`config.mk`:
```
export PLATFORM = sky130hd
export DESIGN_NAME = kst_ctrl
export DESIGN_NICKNAME = d
export VERILOG_FILES = /design/src/rtl/kst_pkg.sv /design/src/rtl/kst_ctrl.sv
export SDC_FILE = /design/constraint.sdc
export NUM_CORES = 1
export LEC_CHECK = 0
export ABC_AREA = 1
export BUFFER_PORTS_ARGS = -buffer_cell sky130_fd_sc_hd__clkbuf_2
export CAP_MARGIN = 20
export CORE_MARGIN = 1
export CORE_UTILIZATION = 35
export DETAILED_ROUTE_END_ITERATION = 8
export HOLD_SLACK_MARGIN = 0.15
export SKIP_CTS_REPAIR_TIMING = 1
export SLEW_MARGIN = 30
export SYNTH_ARGS = -nofsm -noshare
export SYNTH_HDL_FRONTEND = slang
export SYNTH_SLANG_ARGS = --single-unit
```
`constraint.sdc`:
```
create_clock -name clk -period 1.53 [get_ports clk]
set_input_delay 0 -clock clk [delete_from_list [all_inputs] [get_ports clk]]
set_output_delay 0 -clock clk [all_outputs]
set_load 0.02 [all_outputs]
```
`src/rtl/kst_pkg.sv`:
```
// ----------------------------------------------------------------------------
// kst_pkg
// shared types, codes and defaults of the keyed stack table
// ----------------------------------------------------------------------------
package kst_pkg;

  localparam int TABLE_SLOTS_DEF = 64;
  localparam int STACK_DEPTH_DEF = 8;
  localparam int MAX_RESULTS     = 8;

  // request codes
  localparam logic [2:0] REQ_REGISTER   = 3'd0;
  localparam logic [2:0] REQ_PUSH       = 3'd1;
  localparam logic [2:0] REQ_POP        = 3'd2;
  localparam logic [2:0] REQ_LIST       = 3'd3;
  localparam logic [2:0] REQ_SORT_KEYS  = 3'd4;
  localparam logic [2:0] REQ_SORT_ITEMS = 3'd5;
  localparam logic [2:0] REQ_CLEAR      = 3'd6;
  localparam logic [2:0] REQ_UNUSED     = 3'd7;

  // status codes
  localparam logic [2:0] ST_OK          = 3'd0;
  localparam logic [2:0] ST_NOT_FOUND   = 3'd1;
  localparam logic [2:0] ST_FULL        = 3'd2;
  localparam logic [2:0] ST_EMPTY       = 3'd3;
  localparam logic [2:0] ST_TABLE_FULL  = 3'd4;
  localparam logic [2:0] ST_TABLE_EMPTY = 3'd5;

  typedef struct packed {
    logic [2:0]         req_type;
    logic signed [31:0] key;
    logic signed [31:0] item_value;
  } in_t;

  typedef struct packed {
    logic [2:0]         status;
    logic signed [31:0] item_out;
    logic [3:0]         position;
    logic               last;
  } out_t;

  typedef enum logic [4:0] {
    OP_NOP, OP_CAPTURE, OP_REG, OP_RES_NOT_FOUND, OP_RES_EMPTY, OP_RES_TEMPTY,
    OP_RES_OK, OP_KRD_A, OP_KRD_I, OP_KRD_JM1, OP_INC_A, OP_LRD, OP_LATCH,
    OP_PUSH, OP_POP, OP_RES_POP, OP_LIST_INIT, OP_LIST_RD, OP_RES_LIST,
    OP_EMIT, OP_SK_INIT, OP_SK_HOLD, OP_SK_PLACE, OP_SK_SHIFT, OP_SI_INIT,
    OP_IRD_I, OP_IRD_JM1, OP_SI_HOLD, OP_SI_PLACE, OP_SI_SHIFT, OP_CLEAR
  } dp_op_t;

  typedef struct packed {
    dp_op_t op;
  } cmd_t;

  typedef struct packed {
    logic [2:0] req;
    logic       scan_end;
    logic       hit;
    logic       lvl_zero;
    logic       cnt_zero;
    logic       ik_end;
    logic       il_end;
    logic       j_zero;
    logic       k_lt;
    logic       i_lt;
    logic       res_last;
    logic       out_free;
  } stat_t;

endpackage

```
`src/rtl/kst_ctrl.sv`:
```
// ----------------------------------------------------------------------------
// kst_ctrl
// request sequencer: scan, stack access, list and insertion sorts
// ----------------------------------------------------------------------------
module kst_ctrl (
  input  logic           clk,
  input  logic           rst_n,
  input  logic           in_valid,
  input  logic [2:0]     in_req,
  output logic           in_ready,
  input  kst_pkg::stat_t stat,
  output kst_pkg::cmd_t  cmd
);

  typedef enum logic [22:0] {
    S_IDLE     = 23'd1 << 0,
    S_REG      = 23'd1 << 1,
    S_SCAN_RD  = 23'd1 << 2,
    S_SCAN_CMP = 23'd1 << 3,
    S_ACT      = 23'd1 << 4,
    S_DO       = 23'd1 << 5,
    S_POP_OUT  = 23'd1 << 6,
    S_LIST_RD  = 23'd1 << 7,
    S_LIST_OUT = 23'd1 << 8,
    S_EMIT     = 23'd1 << 9,
    S_SORT_CHK = 23'd1 << 10,
    S_SK_OUTER = 23'd1 << 11,
    S_SK_HOLD  = 23'd1 << 12,
    S_SK_RD    = 23'd1 << 13,
    S_SK_CMP   = 23'd1 << 14,
    S_SI_SLOT  = 23'd1 << 15,
    S_SI_PERM  = 23'd1 << 16,
    S_SI_LVL   = 23'd1 << 17,
    S_SI_OUTER = 23'd1 << 18,
    S_SI_HOLD  = 23'd1 << 19,
    S_SI_RD    = 23'd1 << 20,
    S_SI_CMP   = 23'd1 << 21,
    S_CLEAR    = 23'd1 << 22
  } state_t;

  state_t state_r, state_nxt;

  assign in_ready = (state_r == S_IDLE);

  always_ff @(posedge clk) begin
    if (!rst_n) begin
      state_r <= S_IDLE;
    end else begin
      state_r <= state_nxt;
    end
  end

  always_comb begin
    state_nxt = state_r;
    cmd.op    = kst_pkg::OP_NOP;
    unique case (state_r)
      S_IDLE: begin
        if (in_valid) begin
          cmd.op = kst_pkg::OP_CAPTURE;
          unique case (in_req)
            kst_pkg::REQ_REGISTER: state_nxt = S_REG;
            kst_pkg::REQ_PUSH, kst_pkg::REQ_POP, kst_pkg::REQ_LIST: state_nxt = S_SCAN_RD;
            kst_pkg::REQ_SORT_KEYS, kst_pkg::REQ_SORT_ITEMS: state_nxt = S_SORT_CHK;
            kst_pkg::REQ_CLEAR: state_nxt = S_CLEAR;
            default: state_nxt = S_IDLE;
          endcase
        end
      end
      S_REG: begin
        cmd.op    = kst_pkg::OP_REG;
        state_nxt = S_EMIT;
      end
      S_CLEAR: begin
        cmd.op    = kst_pkg::OP_CLEAR;
        state_nxt = S_EMIT;
      end
      S_SCAN_RD: begin
        if (stat.scan_end) begin
          cmd.op    = kst_pkg::OP_RES_NOT_FOUND;
          state_nxt = S_EMIT;
        end else begin
          cmd.op    = kst_pkg::OP_KRD_A;
          state_nxt = S_SCAN_CMP;
        end
      end
      S_SCAN_CMP: begin
        if (stat.hit) begin
          cmd.op    = kst_pkg::OP_LRD;
          state_nxt = S_ACT;
        end else begin
          cmd.op    = kst_pkg::OP_INC_A;
          state_nxt = S_SCAN_RD;
        end
      end
      S_ACT: begin
        cmd.op    = kst_pkg::OP_LATCH;
        state_nxt = S_DO;
      end
      S_DO: begin
        if (stat.req == kst_pkg::REQ_PUSH) begin
          cmd.op    = kst_pkg::OP_PUSH;
          state_nxt = S_EMIT;
        end else if (stat.lvl_zero) begin
          cmd.op    = kst_pkg::OP_RES_EMPTY;
          state_nxt = S_EMIT;
        end else if (stat.req == kst_pkg::REQ_POP) begin
          cmd.op    = kst_pkg::OP_POP;
          state_nxt = S_POP_OUT;
        end else begin
          cmd.op    = kst_pkg::OP_LIST_INIT;
          state_nxt = S_LIST_RD;
        end
      end
      S_POP_OUT: begin
        cmd.op    = kst_pkg::OP_RES_POP;
        state_nxt = S_EMIT;
      end
      S_LIST_RD: begin
        cmd.op    = kst_pkg::OP_LIST_RD;
        state_nxt = S_LIST_OUT;
      end
      S_LIST_OUT: begin
        cmd.op    = kst_pkg::OP_RES_LIST;
        state_nxt = S_EMIT;
      end
      S_EMIT: begin
        if (stat.out_free) begin
          cmd.op    = kst_pkg::OP_EMIT;
          state_nxt = stat.res_last ? S_IDLE : S_LIST_RD;
        end
      end
      S_SORT_CHK: begin
        if (stat.cnt_zero) begin
          cmd.op    = kst_pkg::OP_RES_TEMPTY;
          state_nxt = S_EMIT;
        end else if (stat.req == kst_pkg::REQ_SORT_KEYS) begin
          cmd.op    = kst_pkg::OP_SK_INIT;
          state_nxt = S_SK_OUTER;
        end else begin
          cmd.op    = kst_pkg::OP_SI_INIT;
          state_nxt = S_SI_SLOT;
        end
      end
      S_SK_OUTER: begin
        if (stat.ik_end) begin
          cmd.op    = kst_pkg::OP_RES_OK;
          state_nxt = S_EMIT;
        end else begin
          cmd.op    = kst_pkg::OP_KRD_I;
          state_nxt = S_SK_HOLD;
        end
      end
      S_SK_HOLD: begin
        cmd.op    = kst_pkg::OP_SK_HOLD;
        state_nxt = S_SK_RD;
      end
      S_SK_RD: begin
        if (stat.j_zero) begin
          cmd.op    = kst_pkg::OP_SK_PLACE;
          state_nxt = S_SK_OUTER;
        end else begin
          cmd.op    = kst_pkg::OP_KRD_JM1;
          state_nxt = S_SK_CMP;
        end
      end
      S_SK_CMP: begin
        if (stat.k_lt) begin
          cmd.op    = kst_pkg::OP_SK_SHIFT;
          state_nxt = S_SK_RD;
        end else begin
          cmd.op    = kst_pkg::OP_SK_PLACE;
          state_nxt = S_SK_OUTER;
        end
      end
      S_SI_SLOT: begin
        if (stat.scan_end) begin
          cmd.op    = kst_pkg::OP_RES_OK;
          state_nxt = S_EMIT;
        end else begin
          cmd.op    = kst_pkg::OP_KRD_A;
          state_nxt = S_SI_PERM;
        end
      end
      S_SI_PERM: begin
        cmd.op    = kst_pkg::OP_LRD;
        state_nxt = S_SI_LVL;
      end
      S_SI_LVL: begin
        cmd.op    = kst_pkg::OP_LATCH;
        state_nxt = S_SI_OUTER;
      end
      S_SI_OUTER: begin
        if (stat.il_end) begin
          cmd.op    = kst_pkg::OP_INC_A;
          state_nxt = S_SI_SLOT;
        end else begin
          cmd.op    = kst_pkg::OP_IRD_I;
          state_nxt = S_SI_HOLD;
        end
      end
      S_SI_HOLD: begin
        cmd.op    = kst_pkg::OP_SI_HOLD;
        state_nxt = S_SI_RD;
      end
      S_SI_RD: begin
        if (stat.j_zero) begin
          cmd.op    = kst_pkg::OP_SI_PLACE;
          state_nxt = S_SI_OUTER;
        end else begin
          cmd.op    = kst_pkg::OP_IRD_JM1;
          state_nxt = S_SI_CMP;
        end
      end
      S_SI_CMP: begin
        if (stat.i_lt) begin
          cmd.op    = kst_pkg::OP_SI_SHIFT;
          state_nxt = S_SI_RD;
        end else begin
          cmd.op    = kst_pkg::OP_SI_PLACE;
          state_nxt = S_SI_OUTER;
        end
      end
      default: state_nxt = S_IDLE;
    endcase
  end

endmodule

```
==> key figures <==
Pwr
  – Combinational Power Share: 66.0%
  – VDD IR max: 0.701 mV
  – Int Power: 1770 uW
  – Seq pwr share: 21.4%
  – Sw Ratio: 45.6%
  – Pleak: 0.00158 uW
  – Power per cell area: 1040 nW/um2
  – Clock share of power: 12.6%
  – Sw power: 1490 uW

Route
  – Via count: 2,419
  – Vias per cell: 4.94
  – DR WL/cell: 13.9 um
  – Post-route ant nets: 0
  – Iter 0 DRT Violations: 218
  – Residual DRC: 0
  – Router iterations before antenna repair: 5
  – Final wirelength: 6.83 mm

Outcome
  – Status: finished with violations
  – Failing checks: negative setup slack

Final layout
  – Biggest regs: state_r (23)
  – Final Core Density: 61.0%
  – Post-Layout Cell Count: 490
  – Largest register by flop count: state_r
  – Filler Cells Inserted: 525
  – Max reg flops: 23
  – N_diodes: 0
  – Final #Nets: 441
  – Share of cells above drive strength 1: 48.1%
  – Layout area overhead: 66.8%

Synth
  – Synth Register Bits: 23
  – Synth top area cells: dfxtp_1, nand2_1, nand3_1, nor2_1, inv_1
  – Avg Cell Area, Syn: 6.04 um2
  – Post-synth EDFFs: 0
  – Yosys warnings: 0
  – Post-synth top area cell: dfxtp_1
  – Seq/Total Area, Yosys: 24.5%
  – Synth Instances: 311
  – Synthesized area: 1880 um2
  – Syn nets: 331
  – Post-synth top area share: 24.5%
  – Most frequent cell after synthesis: nand2_1
  – Ys flop type: dfxtp_1
  – Count of cell types in the netlist: 29
  – Post-synth ARST share: 0%
  – Post-synth top cells: nand2_1, nor2_1, inv_1

Timing
  – Worst-margin pin slew: 0.703 ns
  – Highest Clock Rate: 0.515 GHz
  – Pins over their slew limit: 0
  – Final hold vios: 0
  – Unrepaired setup endpoints after global routing: true
  – Slew headroom: 52.7%
  – TNS Setup: -7.58 ns
  – Minimum clock period: 1.94 ns
  – Worst Skew: 0.0143 ns
  – Final worst slack: -0.412 ns
  – Final worst-path cycle share: 127%
  – Final setup fails: 28

Placed design
  – Placed Cells: 467
  – Final HPWL from detailed placement: 5.16 mm
  – GP Congestion: 0.929
  – I/O Buffers: 25

Clocking
  – CTS tree: built
  – Reg clk slew, reported paths: 0.10 ns
  – Root Driver: clkbuf_8
  – Clock Latency Late Sink: 0.28 ns
  – TritonCTS Buffers: 3
  – CTS H-tree lvls: 1
  – Longest Clk Path Bufs: 2
  – Clock sinks: 23

Global routing
  – Remaining Overflow, GRT: 0
  – Initial antenna violation count: 0
  – Vias in the first global route: 2,215
  – Total GRT Usage: 24.2%
  – First-pass GRT wire length: 10.1 mm
  – Largest net degree at the start of global routing: 15

Floorplanning
  – Die area: 5670 um2
  – Core Footprint: 5140 um2
  – Die width: 75.3 um
  – Number of cell rows: 26
  – I/O pin total: 26
  – DIE HEIGHT: 75.3 um
  – Initial Utilization: 36.6%

Flow run
  – Max-Cap Viols: 0

Worst setup path
  – Startpoint types: flip-flop
  – Worst path required time: 1.53 ns
  – Crit path max fanout: 6
  – Crit path max-delay cell type: dfxtp_2
  – CP Class: reg -> out
  – Crit-path cells: nor2_4, nand2_4, nor2_8, nand2_4, nor2_4, nand2_2, and2_4, nor3b_1, nand3_1, buf_6
  – Worst setup EP type: primary output
  – CP max stage delay: 0.35 ns
  – Arr. time, crit path: 1.94 ns

Worst hold path
  – Hold crit path type: in -> reg
## worst paths after layout
check / startpoint / endpoint / slack (ns) / cells past startpoint
setup / recovery: state_r[18]$_SDFFE_PN0P_ / cmd[1] / -0.41 / 10
hold / removal: stat[5] / state_r[19]$_SDFFE_PN0P_ / 0.14 / 5
setup reg to reg: state_r[18]$_SDFFE_PN0P_ / state_r[4]$_SDFFE_PN0P_ / -0.29 / 11
hold reg to reg: state_r[7]$_SDFFE_PN0P_ / state_r[5]$_SDFFE_PN0P_ / 0.63 / 3
## metal layers
metal / vias to the layer above / GRT usage (%) / share of wire (%)
met5: - / 0 / 0
met2: 81 / 40.9 / 49
met4: 0 / 8.23 / 2.6
met1: 1106 / 31.3 / 43
met3: 16 / 3.88 / 5.3
li1: 1216 / - / -
## power by group through the flow
| stage | registers, uW | clock network [uW] | logic (uW) |
|---|---|---|---|
| 3_5_place_dp | 696 | 0 | 1660 |
| 2_1_floorplan | 691 | 0 | 977 |
| 3_3_place_gp | 695 | 0 | 1650 |
| 6_report | 696 | 412 | 2150 |
| 4_1_cts | 683 | 424 | 1670 |
| 5_1_grt | 700 | 441 | 2320 |
## placed cells by master (no fill, tap or decap), types with 5 or more instances in the layout
cell | synthesis | layout
nand3_1 | 39 | 32
nand2_1 | 60 | 47
clkbuf_2 | 0 | 19
buf_6 | 0 | 11
dlygate4sd3_1 | 0 | 12
nor3_1 | 15 | 13
nand2_4 | 4 | 8
inv_1 | 48 | 40
nand4_1 | 5 | 5
dfxtp_1 | 23 | 7
nor2_4 | 8 | 16
nand3_2 | 0 | 6
buf_4 | 1 | 66
nor2_1 | 51 | 38
nor2_2 | 4 | 9
dfxtp_2 | 0 | 13
inv_2 | 8 | 12
nand2_2 | 6 | 15
## through the flow
step / cell area, um2 / hold WS [ns] / total power [uW] / worst slack, ns
6_report: 3130 / 0.137 / 3260 / -0.412
5_1_grt: 3130 / 0.180 / 3460 / -0.490
4_1_cts: 2600 / -0.0778 / 2780 / -0.606
3_5_place_dp: 2560 / 0.226 / 2350 / -0.289
3_3_place_gp: 2560 / 0.207 / 2340 / -0.282
2_1_floorplan: 1880 / 0.0767 / 1670 / 0.00589
## cell families (layout without fill, tap and decap cells)
| kind of cell | Yosys count | in the layout | synth area share, % |
|---|---|---|---|
| DFF | 23 | 23 | 24.5 |
| buffers and inverters | 59 | 168 | 12.0 |
| and+or+nand+nor | 212 | 212 | 57.9 |
| AOI/OAI and AO/OA | 17 | 17 | 5.59 |
## critical path: cells and delay by family, from the launching register on
family	cells	cell delay, ns
and+or+nand+nor	9	1.15
DFF	1	0.35
buffers and inverters	1	0.13
## layout make-up
class | count | area [um2] | area share [%]
Clock buffer | 4 | 45.0 | 1.44
Sequential cell | 23 | 488 | 15.6
Tap cell | 70 | 87.6 | 2.79
Multi-Input combinational cell | 229 | 1460 | 46.5
Timing Repair Buffer | 108 | 835 | 26.6
Inverter | 56 | 220 | 7.03
Note: power is estimated with default switching activity, not from simulation.
